### config.mk
export PLATFORM = sky130hd
export DESIGN_NAME = pulse_width_keyfob_decoder_flat
export DESIGN_NICKNAME = d
export VERILOG_FILES = /design/src/hw/rtl/pwkd_pkg.sv /design/src/hw/rtl/pwkd_if.sv /design/src/hw/rtl/pwkd_cfg_regs.sv /design/src/hw/rtl/pwkd_near.sv /design/src/hw/rtl/pwkd_parser.sv /design/src/hw/rtl/pulse_width_keyfob_decoder.sv /design/src/flat_wrapper.sv
export SDC_FILE = /design/constraint.sdc
export NUM_CORES = 1
export LEC_CHECK = 0
export BUFFER_PORTS_ARGS = -buffer_cell sky130_fd_sc_hd__buf_2
export CORE_ASPECT_RATIO = 1.2
export CORE_UTILIZATION = 56
export CTS_CLUSTER_SIZE = 28
export DETAILED_ROUTE_END_ITERATION = 12
export PLACE_DENSITY = 0.78
export SYNTH_ARGS = -nofsm -noshare
export SYNTH_HDL_FRONTEND = slang
export SYNTH_HIERARCHICAL = 1
export SYNTH_SLANG_ARGS = --single-unit
### constraint.sdc
create_clock -name clk -period 8.2 [get_ports clk]
set_input_delay 0.41 -clock clk [delete_from_list [all_inputs] [get_ports clk]]
set_output_delay 0.41 -clock clk [all_outputs]
set_load 0.1 [all_outputs]
### src/hw/rtl/pwkd_pkg.sv
// pwkd_pkg: shared constants, register indexes and types of the pulse width decoder
// no dependencies; imported by every other file of the block but pwkd_near
`timescale 1ns / 1ps

package pwkd_pkg;

  // parameter defaults
  localparam int CODE_BITS_DEF  = 64;
  localparam int WIDTH_BITS_DEF = 16;

  // register file geometry
  localparam int CFG_W = 16;
  localparam int CNT_W = 8;
  localparam int IDX_W = 3;

  // register indexes
  localparam logic [IDX_W-1:0] REG_SHORT_WIDTH  = 3'd0;
  localparam logic [IDX_W-1:0] REG_LONG_WIDTH   = 3'd1;
  localparam logic [IDX_W-1:0] REG_WIDTH_TOL    = 3'd2;
  localparam logic [IDX_W-1:0] REG_MIN_BITS     = 3'd3;
  localparam logic [IDX_W-1:0] REG_MIN_PREAMBLE = 3'd4;

  // register reset values
  localparam logic [CFG_W-1:0] SHORT_WIDTH_RST  = 16'd256;
  localparam logic [CFG_W-1:0] LONG_WIDTH_RST   = 16'd512;
  localparam logic [CFG_W-1:0] WIDTH_TOL_RST    = 16'd100;
  localparam logic [CNT_W-1:0] MIN_BITS_RST     = 8'd50;
  localparam logic [CNT_W-1:0] MIN_PREAMBLE_RST = 8'd8;

  // terminator threshold is long width plus this many tolerances
  localparam int TERM_TOL_MULT = 3;

  // saturation value of the pair and bit counters
  localparam logic [CNT_W-1:0] CNT_MAX = {CNT_W{1'b1}};

  typedef struct packed {
    logic [CFG_W-1:0] short_width;
    logic [CFG_W-1:0] long_width;
    logic [CFG_W-1:0] width_tolerance;
    logic [CNT_W-1:0] min_frame_bits;
    logic [CNT_W-1:0] min_preamble_pairs;
  } pwkd_cfg_t;

endpackage

### src/hw/rtl/pwkd_if.sv
// pwkd_if: valid/ready channel interfaces for pulse beats and frame beats
// depends on pwkd_pkg for default widths
`timescale 1ns / 1ps

interface pwkd_pulse_if #(
  parameter int WIDTH_BITS = pwkd_pkg::WIDTH_BITS_DEF
);
  import pwkd_pkg::*;

  logic                  valid;
  logic                  ready;
  logic                  pulse_level;
  logic [WIDTH_BITS-1:0] pulse_width;

  modport source (output valid, output pulse_level, output pulse_width, input ready);
  modport sink   (input valid, input pulse_level, input pulse_width, output ready);
endinterface

interface pwkd_frame_if #(
  parameter int CODE_BITS = pwkd_pkg::CODE_BITS_DEF
);
  import pwkd_pkg::*;

  logic                 valid;
  logic                 ready;
  logic [CODE_BITS-1:0] frame_code;
  logic [CNT_W-1:0]     frame_bits;

  modport source (output valid, output frame_code, output frame_bits, input ready);
  modport sink   (input valid, input frame_code, input frame_bits, output ready);
endinterface

### src/hw/rtl/pwkd_cfg_regs.sv
// pwkd_cfg_regs: configuration register file, write only
// depends on pwkd_pkg for register indexes, reset values and the config struct
`timescale 1ns / 1ps

module pwkd_cfg_regs (
  input  logic                       clk,
  input  logic                       rst_n,
  input  logic                       cfg_we,
  input  logic [pwkd_pkg::IDX_W-1:0] cfg_index,
  input  logic [pwkd_pkg::CFG_W-1:0] cfg_wdata,
  output pwkd_pkg::pwkd_cfg_t        cfg
);
  import pwkd_pkg::*;

  pwkd_cfg_t cfg_r;
  pwkd_cfg_t cfg_nxt;

  // decode the written register, unknown indexes are dropped
  always_comb begin
    cfg_nxt = cfg_r;
    if (cfg_we) begin
      unique case (cfg_index)
        REG_SHORT_WIDTH:  cfg_nxt.short_width        = cfg_wdata;
        REG_LONG_WIDTH:   cfg_nxt.long_width         = cfg_wdata;
        REG_WIDTH_TOL:    cfg_nxt.width_tolerance    = cfg_wdata;
        REG_MIN_BITS:     cfg_nxt.min_frame_bits     = cfg_wdata[CNT_W-1:0];
        REG_MIN_PREAMBLE: cfg_nxt.min_preamble_pairs = cfg_wdata[CNT_W-1:0];
        default:          cfg_nxt = cfg_r;
      endcase
    end
  end

  always_ff @(posedge clk) begin
    if (!rst_n) begin
      cfg_r.short_width        <= SHORT_WIDTH_RST;
      cfg_r.long_width         <= LONG_WIDTH_RST;
      cfg_r.width_tolerance    <= WIDTH_TOL_RST;
      cfg_r.min_frame_bits     <= MIN_BITS_RST;
      cfg_r.min_preamble_pairs <= MIN_PREAMBLE_RST;
    end else begin
      cfg_r <= cfg_nxt;
    end
  end

  assign cfg = cfg_r;

endmodule

### src/hw/rtl/pwkd_near.sv
// pwkd_near: width match, true when the absolute difference is below the tolerance
// no package dependency
`timescale 1ns / 1ps

module pwkd_near #(
  parameter int W = 16
) (
  input  logic [W-1:0] value,
  input  logic [W-1:0] nominal,
  input  logic [W-1:0] tol,
  output logic         hit
);

  logic [W-1:0] diff;

  // absolute difference and compare
  always_comb begin
    if (value > nominal) begin
      diff = value - nominal;
    end else begin
      diff = nominal - value;
    end
    hit = diff < tol;
  end

endmodule

### src/hw/rtl/pwkd_parser.sv
// pwkd_parser: preamble, data and terminator parsing of one registered pulse per cycle while step is high
// depends on pwkd_pkg and pwkd_near
`timescale 1ns / 1ps

module pwkd_parser #(
  parameter int CODE_BITS  = pwkd_pkg::CODE_BITS_DEF,
  parameter int WIDTH_BITS = pwkd_pkg::WIDTH_BITS_DEF
) (
  input  logic                       clk,
  input  logic                       rst_n,
  input  pwkd_pkg::pwkd_cfg_t        cfg,
  input  logic                       step,
  input  logic                       item_level,
  input  logic [WIDTH_BITS-1:0]      item_width,
  output logic                       emit,
  output logic [CODE_BITS-1:0]       emit_code,
  output logic [pwkd_pkg::CNT_W-1:0] emit_bits
);
  import pwkd_pkg::*;

  localparam int CMP_W = (WIDTH_BITS > CFG_W) ? WIDTH_BITS : CFG_W;
  localparam int LIM_W = CMP_W + 2;

  typedef enum logic [1:0] {
    PH_IDLE,
    PH_PREAMBLE,
    PH_DATA_HIGH,
    PH_DATA_LOW
  } phase_t;

  phase_t                phase_r, phase_nxt;
  logic [WIDTH_BITS-1:0] last_high_r, last_high_nxt;
  logic [CNT_W-1:0]      pairs_r, pairs_nxt;
  logic [CODE_BITS-1:0]  code_r, code_nxt;
  logic [CNT_W-1:0]      bits_r, bits_nxt;

  logic [CMP_W-1:0] w_x, last_x, short_x, long_x, tol_x;
  logic             w_short, w_long, last_short, last_long;
  logic [LIM_W-1:0] term_limit;
  logic             is_term;

  // operands at a common compare width
  assign w_x     = CMP_W'(item_width);
  assign last_x  = CMP_W'(last_high_r);
  assign short_x = CMP_W'(cfg.short_width);
  assign long_x  = CMP_W'(cfg.long_width);
  assign tol_x   = CMP_W'(cfg.width_tolerance);

  pwkd_near #(.W(CMP_W)) u_w_short (
    .value(w_x), .nominal(short_x), .tol(tol_x), .hit(w_short)
  );
  pwkd_near #(.W(CMP_W)) u_w_long (
    .value(w_x), .nominal(long_x), .tol(tol_x), .hit(w_long)
  );
  pwkd_near #(.W(CMP_W)) u_last_short (
    .value(last_x), .nominal(short_x), .tol(tol_x), .hit(last_short)
  );
  pwkd_near #(.W(CMP_W)) u_last_long (
    .value(last_x), .nominal(long_x), .tol(tol_x), .hit(last_long)
  );

  // terminator threshold, wide enough never to wrap
  assign term_limit = LIM_W'(long_x) + LIM_W'(tol_x) * LIM_W'(TERM_TOL_MULT);
  assign is_term    = LIM_W'(w_x) >= term_limit;

  // next state of the parser for the pulse in the input register
  always_comb begin
    phase_nxt     = phase_r;
    last_high_nxt = last_high_r;
    pairs_nxt     = pairs_r;
    code_nxt      = code_r;
    bits_nxt      = bits_r;
    emit          = 1'b0;
    emit_code     = code_r;
    emit_bits     = bits_r;

    unique case (phase_r)
      PH_IDLE: begin
        if (item_level && w_short) begin
          phase_nxt     = PH_PREAMBLE;
          last_high_nxt = item_width;
          pairs_nxt     = CNT_W'(1);
        end
      end
      PH_PREAMBLE: begin
        if (item_level) begin
          if (w_short || w_long) begin
            last_high_nxt = item_width;
          end else begin
            phase_nxt = PH_IDLE;
          end
        end else if (w_short && last_short) begin
          if (pairs_r != CNT_MAX) begin
            pairs_nxt = pairs_r + CNT_W'(1);
          end
        end else if (w_long && last_long) begin
          if (pairs_r >= cfg.min_preamble_pairs) begin
            phase_nxt = PH_DATA_HIGH;
            code_nxt  = '0;
            bits_nxt  = '0;
          end else begin
            phase_nxt = PH_IDLE;
          end
        end else begin
          phase_nxt = PH_IDLE;
        end
      end
      PH_DATA_HIGH: begin
        if (item_level) begin
          if (is_term) begin
            // end of frame, report when long enough
            phase_nxt = PH_IDLE;
            emit      = bits_r >= cfg.min_frame_bits;
            code_nxt  = '0;
            bits_nxt  = '0;
            pairs_nxt = '0;
          end else begin
            last_high_nxt = item_width;
            phase_nxt     = PH_DATA_LOW;
          end
        end else begin
          phase_nxt = PH_IDLE;
        end
      end
      PH_DATA_LOW: begin
        phase_nxt = PH_IDLE;
        if (!item_level) begin
          if (last_short && w_short) begin
            code_nxt  = {code_r[CODE_BITS-2:0], 1'b0};
            phase_nxt = PH_DATA_HIGH;
          end else if (last_long && w_long) begin
            code_nxt  = {code_r[CODE_BITS-2:0], 1'b1};
            phase_nxt = PH_DATA_HIGH;
          end
          if (phase_nxt == PH_DATA_HIGH && bits_r != CNT_MAX) begin
            bits_nxt = bits_r + CNT_W'(1);
          end
        end
      end
      default: phase_nxt = PH_IDLE;
    endcase

    if (!step) begin
      emit = 1'b0;
    end
  end

  // parser state
  always_ff @(posedge clk) begin
    if (!rst_n) begin
      phase_r     <= PH_IDLE;
      last_high_r <= '0;
      pairs_r     <= '0;
      code_r      <= '0;
      bits_r      <= '0;
    end else if (step) begin
      phase_r     <= phase_nxt;
      last_high_r <= last_high_nxt;
      pairs_r     <= pairs_nxt;
      code_r      <= code_nxt;
      bits_r      <= bits_nxt;
    end
  end

endmodule

### src/hw/rtl/pulse_width_keyfob_decoder.sv
// pulse_width_keyfob_decoder: top level, input register, parser and frame output register
// depends on pwkd_pkg, pwkd_if, pwkd_cfg_regs, pwkd_parser
`timescale 1ns / 1ps

// Usage
// in_pulse carries one beat per radio pulse: pulse_level (1 high, 0 low) and
// pulse_width in microseconds. out_frame carries one beat per reported frame:
// frame_code (newest decoded bit in bit 0) and frame_bits (saturating at 255).
// Both channels move a beat when valid and ready are high at a clock edge.
// Registers are written through cfg_we / cfg_index / cfg_wdata, one per cycle;
// the user must write them only while no pulse is in flight, which the block
// does not enforce; indexes past the last register are ignored. A pulse is
// held in the input register and parsed from there; a terminator that closes
// a frame of at least min_frame_bits bits sets out_frame.valid through the
// frame output register. Throughput is one pulse per cycle while out_frame
// does not stall with a frame waiting, set by the combinational parser step
// between the two registers. When out_frame stalls with a frame waiting, the
// pulse in the input register waits and in_pulse.ready falls until the frame
// beat is taken. Reset (rst_n low, synchronous) loads the register defaults,
// empties both registers and returns the parser to waiting for a preamble.
module pulse_width_keyfob_decoder #(
  parameter int CODE_BITS  = pwkd_pkg::CODE_BITS_DEF,
  parameter int WIDTH_BITS = pwkd_pkg::WIDTH_BITS_DEF
) (
  input  logic                       clk,
  input  logic                       rst_n,
  pwkd_pulse_if.sink                 in_pulse,
  pwkd_frame_if.source               out_frame,
  input  logic                       cfg_we,
  input  logic [pwkd_pkg::IDX_W-1:0] cfg_index,
  input  logic [pwkd_pkg::CFG_W-1:0] cfg_wdata
);
  import pwkd_pkg::*;

  pwkd_cfg_t cfg;

  logic                  in_v_r;
  logic                  in_level_r;
  logic [WIDTH_BITS-1:0] in_width_r;
  logic                  in_fire;
  logic                  step;

  logic                  emit;
  logic [CODE_BITS-1:0]  emit_code;
  logic [CNT_W-1:0]      emit_bits;

  logic                  out_v_r;
  logic [CODE_BITS-1:0]  out_code_r;
  logic [CNT_W-1:0]      out_bits_r;

  pwkd_cfg_regs u_cfg (
    .clk       (clk),
    .rst_n     (rst_n),
    .cfg_we    (cfg_we),
    .cfg_index (cfg_index),
    .cfg_wdata (cfg_wdata),
    .cfg       (cfg)
  );

  // the held pulse is parsed when the output register can take a frame
  assign step           = in_v_r && (!out_v_r || out_frame.ready);
  assign in_pulse.ready = !in_v_r || step;
  assign in_fire        = in_pulse.valid && in_pulse.ready;

  // input register
  always_ff @(posedge clk) begin
    if (!rst_n) begin
      in_v_r <= 1'b0;
    end else begin
      in_v_r <= in_fire || (in_v_r && !step);
    end
  end

  always_ff @(posedge clk) begin
    if (in_fire) begin
      in_level_r <= in_pulse.pulse_level;
      in_width_r <= in_pulse.pulse_width;
    end
  end

  pwkd_parser #(
    .CODE_BITS  (CODE_BITS),
    .WIDTH_BITS (WIDTH_BITS)
  ) u_parser (
    .clk        (clk),
    .rst_n      (rst_n),
    .cfg        (cfg),
    .step       (step),
    .item_level (in_level_r),
    .item_width (in_width_r),
    .emit       (emit),
    .emit_code  (emit_code),
    .emit_bits  (emit_bits)
  );

  // frame output register
  always_ff @(posedge clk) begin
    if (!rst_n) begin
      out_v_r <= 1'b0;
    end else if (emit) begin
      out_v_r <= 1'b1;
    end else if (out_frame.ready) begin
      out_v_r <= 1'b0;
    end
  end

  always_ff @(posedge clk) begin
    if (emit) begin
      out_code_r <= emit_code;
      out_bits_r <= emit_bits;
    end
  end

  assign out_frame.valid      = out_v_r;
  assign out_frame.frame_code = out_code_r;
  assign out_frame.frame_bits = out_bits_r;

endmodule

### src/flat_wrapper.sv
// flat-port wrapper written by rule: the top's interface ports become plain ports
module pulse_width_keyfob_decoder_flat import pwkd_pkg::*;
#(
  parameter int CODE_BITS  = pwkd_pkg::CODE_BITS_DEF,
  parameter int WIDTH_BITS = pwkd_pkg::WIDTH_BITS_DEF
)
  (clk, rst_n, cfg_we, cfg_index, cfg_wdata, in_pulse_valid, in_pulse_pulse_level, in_pulse_pulse_width, in_pulse_ready, out_frame_valid, out_frame_frame_code, out_frame_frame_bits, out_frame_ready);
  pwkd_pulse_if #(.WIDTH_BITS(WIDTH_BITS)) in_pulse_i ();
  pwkd_frame_if #(.CODE_BITS(CODE_BITS)) out_frame_i ();
  input  logic clk;
  input  logic rst_n;
  input  logic cfg_we;
  input  logic [pwkd_pkg::IDX_W-1:0] cfg_index;
  input  logic [pwkd_pkg::CFG_W-1:0] cfg_wdata;
  input wire logic [$bits(in_pulse_i.valid)-1:0] in_pulse_valid;
  input wire logic [$bits(in_pulse_i.pulse_level)-1:0] in_pulse_pulse_level;
  input wire logic [$bits(in_pulse_i.pulse_width)-1:0] in_pulse_pulse_width;
  output wire logic [$bits(in_pulse_i.ready)-1:0] in_pulse_ready;
  output wire logic [$bits(out_frame_i.valid)-1:0] out_frame_valid;
  output wire logic [$bits(out_frame_i.frame_code)-1:0] out_frame_frame_code;
  output wire logic [$bits(out_frame_i.frame_bits)-1:0] out_frame_frame_bits;
  input wire logic [$bits(out_frame_i.ready)-1:0] out_frame_ready;
  assign in_pulse_i.valid = in_pulse_valid;
  assign in_pulse_i.pulse_level = in_pulse_pulse_level;
  assign in_pulse_i.pulse_width = in_pulse_pulse_width;
  assign in_pulse_ready = in_pulse_i.ready;
  assign out_frame_valid = out_frame_i.valid;
  assign out_frame_frame_code = out_frame_i.frame_code;
  assign out_frame_frame_bits = out_frame_i.frame_bits;
  assign out_frame_i.ready = out_frame_ready;
  pulse_width_keyfob_decoder #(.CODE_BITS(CODE_BITS), .WIDTH_BITS(WIDTH_BITS)) u_core (.clk(clk), .rst_n(rst_n), .in_pulse(in_pulse_i), .out_frame(out_frame_i), .cfg_we(cfg_we), .cfg_index(cfg_index), .cfg_wdata(cfg_wdata));
endmodule
* Yosys cells after proc, flatten, opt, wreduce, memory -nomap -nowiden *
Cells that the tools add are included.

cells by class
  multiply operators = 1
  equality and inequality tests = 27
  reduce and logical (&&, ||, !) cells = 29
  magnitude comparators = 11
  add/subtract/negate cells = 11
  mux-type cells = 54

operator list
  operator                                                               count
  64-bit 2-to-1 mux                                                      9
  64-bit one-hot mux with 3 select lines                                 1
  16-bit 2-to-1 mux                                                      9
  16-bit subtractor                                                      8
  8-bit 2-to-1 mux                                                       12
  16-bit greater-than comparator                                         4
  16-bit less-than comparator                                            4
  16-bit one-hot mux with 3 select lines                                 1
  8-bit one-hot mux with 3 select lines                                  2
  2-bit 2-to-1 mux                                                       13
  2-bit inequality test (second input constant)                          12
  10-bit AND reduction                                                   2
  16-bit by 18-bit adder with 18-bit output                              1
  16-bit by 18-bit greater-or-equal comparator with 1-bit output         1
  16-bit by 2-bit multiplier with 18-bit output (second input constant)  1
  8-bit by 1-bit adder with 8-bit output (second input constant)         2
  8-bit greater-or-equal comparator                                      2
  8-bit inequality test (second input constant)                          2
  2-bit AND reduction                                                    5
  2-bit one-hot mux with 4 select lines                                  1
  8-bit AND reduction                                                    1
  1-bit logical AND                                                      7
  7-bit AND reduction                                                    1
  2-bit == test (second input constant)                                  3
  15 further kinds                                                       29

storage, ports and cells
  output and inout bits = 74
  register bits after elaboration = 253
  logic and storage cells = 149
  bits of input ports = 41

* Depth between registers and ports, before layout *
  depth in word-level cells = 13
  depth in mapped cells = 29
  gate-level depth less buffers = 25

* By module *
Netlist, hierarchy kept.

modules (own cells, without submodules)
  module                                    area an instance (um2)  seq. area each (um2)  cells an instance  instances
  pwkd_parser                               5657.9                  1961.9                649                1
  pwkd_near (u_core.u_parser.u_w_long ...)  1831.8                  0.0                   263                2
  pulse_width_keyfob_decoder                2776.4                  2712.6                98                 1
  pwkd_cfg_regs                             2489.9                  1281.2                240                1
  pwkd_near (u_core.u_parser.u_last_short)  1986.9                  0.0                   267                1
  pwkd_near (u_core.u_parser.u_last_long)   1970.6                  0.0                   276                1

* Least setup slack after synthesis *
Ideal clock, no wire load.

  path kind = register -> register
  from = reg u_core.u_cfg.cfg_r, in the netlist u_core/u_cfg/cfg[33]
  to = reg u_core.out_bits_r[0] (netlist: u_core/out_frame.frame_bits[0]), enable pin
  library setup time = 528 ps
  setup slack = 218 ps
  required time = 7672 ps
  period minus slack after synthesis = 7982 ps
  arrival time = 7454 ps
  stages on the path, launching flop included = 21
  buffers on the path = 0
  cell sequence = dfxtp_1 -> fa_1 -> ha_1 -> fa_1 -> a211oi_2 -> o21bai_1 -> a21oi_1 -> o21bai_1 -> a21oi_1 -> o21bai_1 -> a21oi_1 -> xor2_1 -> ha_1 -> a21o_1 -> a21oi_1 -> o21ai_0 -> a221o_1 -> nand2_1 -> a21oi_2 -> nand4_1 -> a21oi_1

on the way
  cells in the longest elaborated chain, start to end = 6

RTL lines
  what                                                            line                               source
  start, declared                                                 pwkd_cfg_regs.sv:15                pwkd_cfg_t cfg_r;
  start signal, assigned                                          pwkd_cfg_regs.sv:41                cfg_r <= cfg_nxt;
  16-bit by 18-bit adder with 18-bit output                       pwkd_parser.sv:63                  assign term_limit = LIM_W'(long_x) + LIM_W'(tol_x) * LIM_W'(TERM_TOL_MULT);
  16-bit by 18-bit greater-or-equal comparator with 1-bit output  pwkd_parser.sv:64                  assign is_term = LIM_W'(w_x) >= term_limit;
  1-bit 2-to-1 mux                                                pwkd_parser.sv:110                 if (is_term) begin
  1-bit 2-to-1 mux                                                pwkd_parser.sv:109                 if (item_level) begin
  1-bit 2-to-1 mux                                                pwkd_parser.sv:77                  unique case (phase_r)
  1-bit 2-to-1 mux                                                pwkd_parser.sv:143                 if (!step) begin
  net u_core.emit                                                 pulse_width_keyfob_decoder.sv:43   logic emit;
  end signal, assigned                                            pulse_width_keyfob_decoder.sv:110  out_bits_r <= emit_bits;
  end, declared                                                   pulse_width_keyfob_decoder.sv:49   logic [CNT_W-1:0] out_bits_r;

The timed path passes the listed nets, and every way through them passes these cells.
A chain may end at the register's enable or synchronous reset.

* Worst setup path in the final report *
  from = reg u_core.u_cfg.cfg_r, in the netlist u_core/u_cfg/cfg[33]
  to = reg u_core.u_parser.code_r[48] (netlist: u_core/u_parser/emit_code[48])

on the way
  cells in the longest elaborated chain, start to end = 6
  elaborated cells between the ends (all ways) = 17
  classes of those cells = add/sub: 5; order compare: 5; eq/ne: 3; mux: 2; reduce/logical: 2

RTL lines
  what                                                                      line                                   source
  16-bit subtractor, or another cell as far along                           pwkd_near.sv:21                        diff = nominal - value;
  16-bit 2-to-1 mux *                                                       pwkd_near.sv:18                        if (value > nominal) begin
  16-bit less-than comparator *                                             pwkd_near.sv:23                        hit = diff < tol;
  net u_core.u_parser.last_long                                             pwkd_parser.sv:38                      logic w_short, w_long, last_short, last_long;
  1-bit logical AND *                                                       pwkd_parser.sv:96, pwkd_parser.sv:131
  3-bit inequality test (no line) or 2-bit inequality test (tied branches)  -
  10-bit AND reduction (no line) *                                          -
  end signal, assigned                                                      pwkd_parser.sv:160                     code_r <= code_nxt;
  end, declared                                                             pwkd_parser.sv:34                      logic [CODE_BITS-1:0] code_r, code_nxt;

Mark *: on every way through the listed nets, which the timed path passes. The rest lies on a longest branch.

==> out/results.ini <==
[final_layout]
n_antenna_cell = 0
drive_gt1_share_pct = 10.6
nNetsFinal = 2429
fin_cells = 2552
area_delta_synth_final_pct = 8.24

[pwr]
combinationalPowerShare_pct = 32.5
power.internal_mw = 2.44
power_density_mw_per_mm2 = 185
power.total_mw = 3.70
seq_power_share_pct = 36.7
switching_share_pct = 34.1
p_sw_mw = 1.26
max-vdd-ir-drop_uv = 186
p_leak_nw = 9.09
clock_power_share_pct = 30.9

[clock_tree]
clk_pin_slew_ns = 0.07
cts_resized = 0
numClockSinks = 253
cts_hold_repair.buffers = 0
cts_tree = done
htreeDepth = 1
max-clock-path-buffers = 3
post_cts_buffers = 0
root_buffer = clkbuf_16
numCtsBuffers = 26
clk-insertion-delay-late_ns = 0.54

[critical_path]
regToRegSetupSlack_ns = 1.21
cp.arrival_ns = 7.36
slowest_delay_ns = 0.65
cp_max_fo = 35
worstPathCellList = inv_1 > fa_1 > a211o_1 > a211o_1 > nand2_1 > a21o_1 > mux2i_1 > xnor2_1 > ha_1 > a21o_1 > a21o_1 > a211oi_1 > o21bai_1 > a21o_1 > a221oi_1 > nand2_1 > a211oi_1 > and3_1 > a221oi_1 > or2_2 > nor2_4 > buf_4 > o22ai_1
cp_slowest_cell = a21o_1
reg2reg_depth = 23
reg2reg_to = u_core/u_parser/emit_code[48]
cp_data_required_time_ns = 8.57
r2r-start = u_core/u_cfg/cfg[33]
crit_path_start_kind = flop
crit_top_cell = a21o_1
worstSetupPathType = flop to flop
worst_setup_path_end_kind = flop

[grt]
grt_pass1_vias = 15400
antenna_found_initial = 0
grt_max_degree = 130
grt_pass1_wl_mm = 82.3
gr-usage-all-layers_pct = 31.2
gr-total-overflow = 0

[drt]
vias_per_cell = 6.10
drc = 0
dr.first_iter.drc_count = 1157
wl_per_cell_um = 20.8
dr.pass1.iters = 6
ant_nets = 0
route.vias.total = 15600
drt-total-wl_mm = 53.1

[placed_design]
hpwl_mm = 41.2
place_congestion = 0.992
dp.cells = 2504
portBuffers = 114

[sta]
fin_crit_sh_pct = 85.2
clock_skew_ns = 0.0146
setup_viol = 0
rsz0062_at_grt = no
fin_setup_tns_ns = 0
worstMarginPinSlew_ns = 1.01
finalHoldViolCount = 0
slew_headroom_pct = 32.2
final_max_slew_viol_count = 0
final.min_clock_period_ns = 6.99
fmax_ghz = 0.143

[logic_synthesis]
async_flop_share_pct = 0
synth_cells = 2056
synth_edf_count = 89
yosys_warnings = 6
syn-cell-area_mm2 = 0.0185
avgSynthCellArea_um2 = 9.02
synth.distinct_cells = 89
synth-seq-area-share_pct = 32.1
synth_nets = 2360
yosys_most_used_dff = dfxtp_1
ys_seq_elements = 253

[worst_hold_path]
holdPathEnd = u_core/in_width_r[8]
hp-class = input pin to flop
min-delay-start = in_pulse_pulse_width[8]
hold_depth = 1

[status]
status = finished clean

[floorplanning]
coreArea_mm2 = 0.0324
die_h_um = 201
start_util_pct = 57.2
num_rows = 72
die_area_mm2 = 0.0339
io_pins = 115
chipWidth_um = 168

[job]
maxCapViolCount = 0

[critical path: cells and delay by family (launching register included)]
kind,cells,cell delay [ns]
AOI/OAI and AO/OA,12,3.29
and+or+nand+nor,5,1.17
adders and majority gates,2,0.73
DFF,1,0.58
buffers and inverters,2,0.55
muxes,1,0.32
xor gates and xnor gates,1,0.15
[worst max path at each step]
stage,startpoint,cells after the start,endpoint
finish,u_core/u_cfg/cfg[33],23,u_core/u_parser/emit_code[48]
global route,u_core/u_cfg/cfg[33],22,u_core/u_parser/emit_bits[4]
CTS,u_core/u_parser/last_high_r[11],22,u_core/u_parser/emit_bits[4]
detailed placement,u_core/u_parser/last_high_r[11],22,u_core/u_parser/emit_bits[4]
global placement,u_core/u_cfg/cfg[49],22,u_core/u_parser/emit_code[58]
floorplan,u_core/u_cfg/cfg[33],20,u_core/out_frame.frame_bits[0]
[cell families after synthesis]
logic type	synth area share, %
and+or+nand+nor	11.7
xor gates and xnor gates	3.26
adders and majority gates	18.7
muxes	7.01
AOI/OAI and AO/OA	19.2
buffers and inverters	7.99
DFF	32.1
[area by class of cell]
type	count	area, um^2
repair buffers	137	749
clock inverters	18	139
well taps	407	509
flip-flops and latches	253	5960
fillers	2814	12400
inverters	237	890
multi-input cells	1470	11100
clock buffers	30	687
[routing by layer]
layer  share of wire (%)  global-route usage, %  up-vias  wire length [um]
met5                   0                      0        -                 0
met4                 7.7                   21.4        0              4070
met3                 4.6                   3.21      174              2450
met2                  49                   55.7      582             25800
li1                    -                      -     7405                 -
met1                  39                   34.9     7416             20800
[synthesized netlist by cell type, drive strengths merged (12+ instances only)]
master / n / area [um^2]
o21ai: 67 / 335
nand3: 26 / 130
o22ai: 66 / 413
mux2i: 122 / 1220
a21o: 60 / 457
a31oi: 18 / 113
fa: 24 / 480
clkbuf: 40 / 183
nand2b: 14 / 87.6
nand2: 258 / 968
a21oi: 158 / 798
edfxtp: 89 / 2670
nor2: 62 / 240
o21a: 17 / 128
xor2: 29 / 254
nor2b: 27 / 176
nor3: 12 / 60.1
nand4: 30 / 194
dfxtp: 164 / 3280
inv: 235 / 882
a211oi: 23 / 195
buf: 56 / 410
ha: 239 / 2990
o21bai: 25 / 188
o211ai: 17 / 128
xnor2: 40 / 350
[power by group through the flow]
stage / clock network, mW / registers (mW) / logic, mW
6_report: 1.14 / 1.36 / 1.20
5_1_grt: 1.22 / 1.36 / 1.32
4_1_cts: 1.16 / 1.36 / 1.18
3_5_place_dp: 0 / 1.38 / 1.17
3_3_place_gp: 0 / 1.38 / 1.15
2_1_floorplan: 0 / 1.36 / 0.925
[layout by cell type, fill, tap and decap left out, types with 12 or more instances in the layout]
master,n
a211oi_1,20
a21o_1,55
a21oi_1,154
a31oi_1,16
buf_2,113
buf_4,23
clkbuf_16,27
dfxtp_1,164
edfxtp_1,89
fa_1,24
ha_1,239
inv_1,235
mux2i_1,122
nand2_1,258
nand2b_1,14
nand3_1,26
nand4_1,29
nor2_1,61
nor2b_1,26
nor3_1,12
o211ai_1,17
o21a_1,17
o21ai_0,62
o21bai_1,25
o22ai_1,66
xnor2_1,40
xor2_1,29
[sequential cells by signal (all words and copies together) (netlist names)]
signal	cells
u_core/in_level_r	1
u_core/in_v_r	1
u_core/in_width_r	16
u_core/out_frame.frame_bits	8
u_core/out_frame.frame_code	64
u_core/out_frame.valid	1
u_core/u_cfg/cfg	64
u_core/u_parser/emit_bits	8
u_core/u_parser/emit_code	64
u_core/u_parser/last_high_r	16
u_core/u_parser/pairs_r	8
u_core/u_parser/phase_r	2
[metrics by stage]
stage	utilization (%)	setup WS [ns]	cell area (um^2)	hold WS (ns)
3_5_place_dp	59.4	1.31	19200	0.413
3_3_place_gp	59.4	1.39	19200	0.414
2_1_floorplan	-	0.218	18500	0.408
6_report	61.9	1.21	20100	0.0514
5_1_grt	61.9	0.799	20100	0.0306
4_1_cts	61.9	1.29	20100	0.0311
Note: power is estimated with default switching activity, not from simulation.
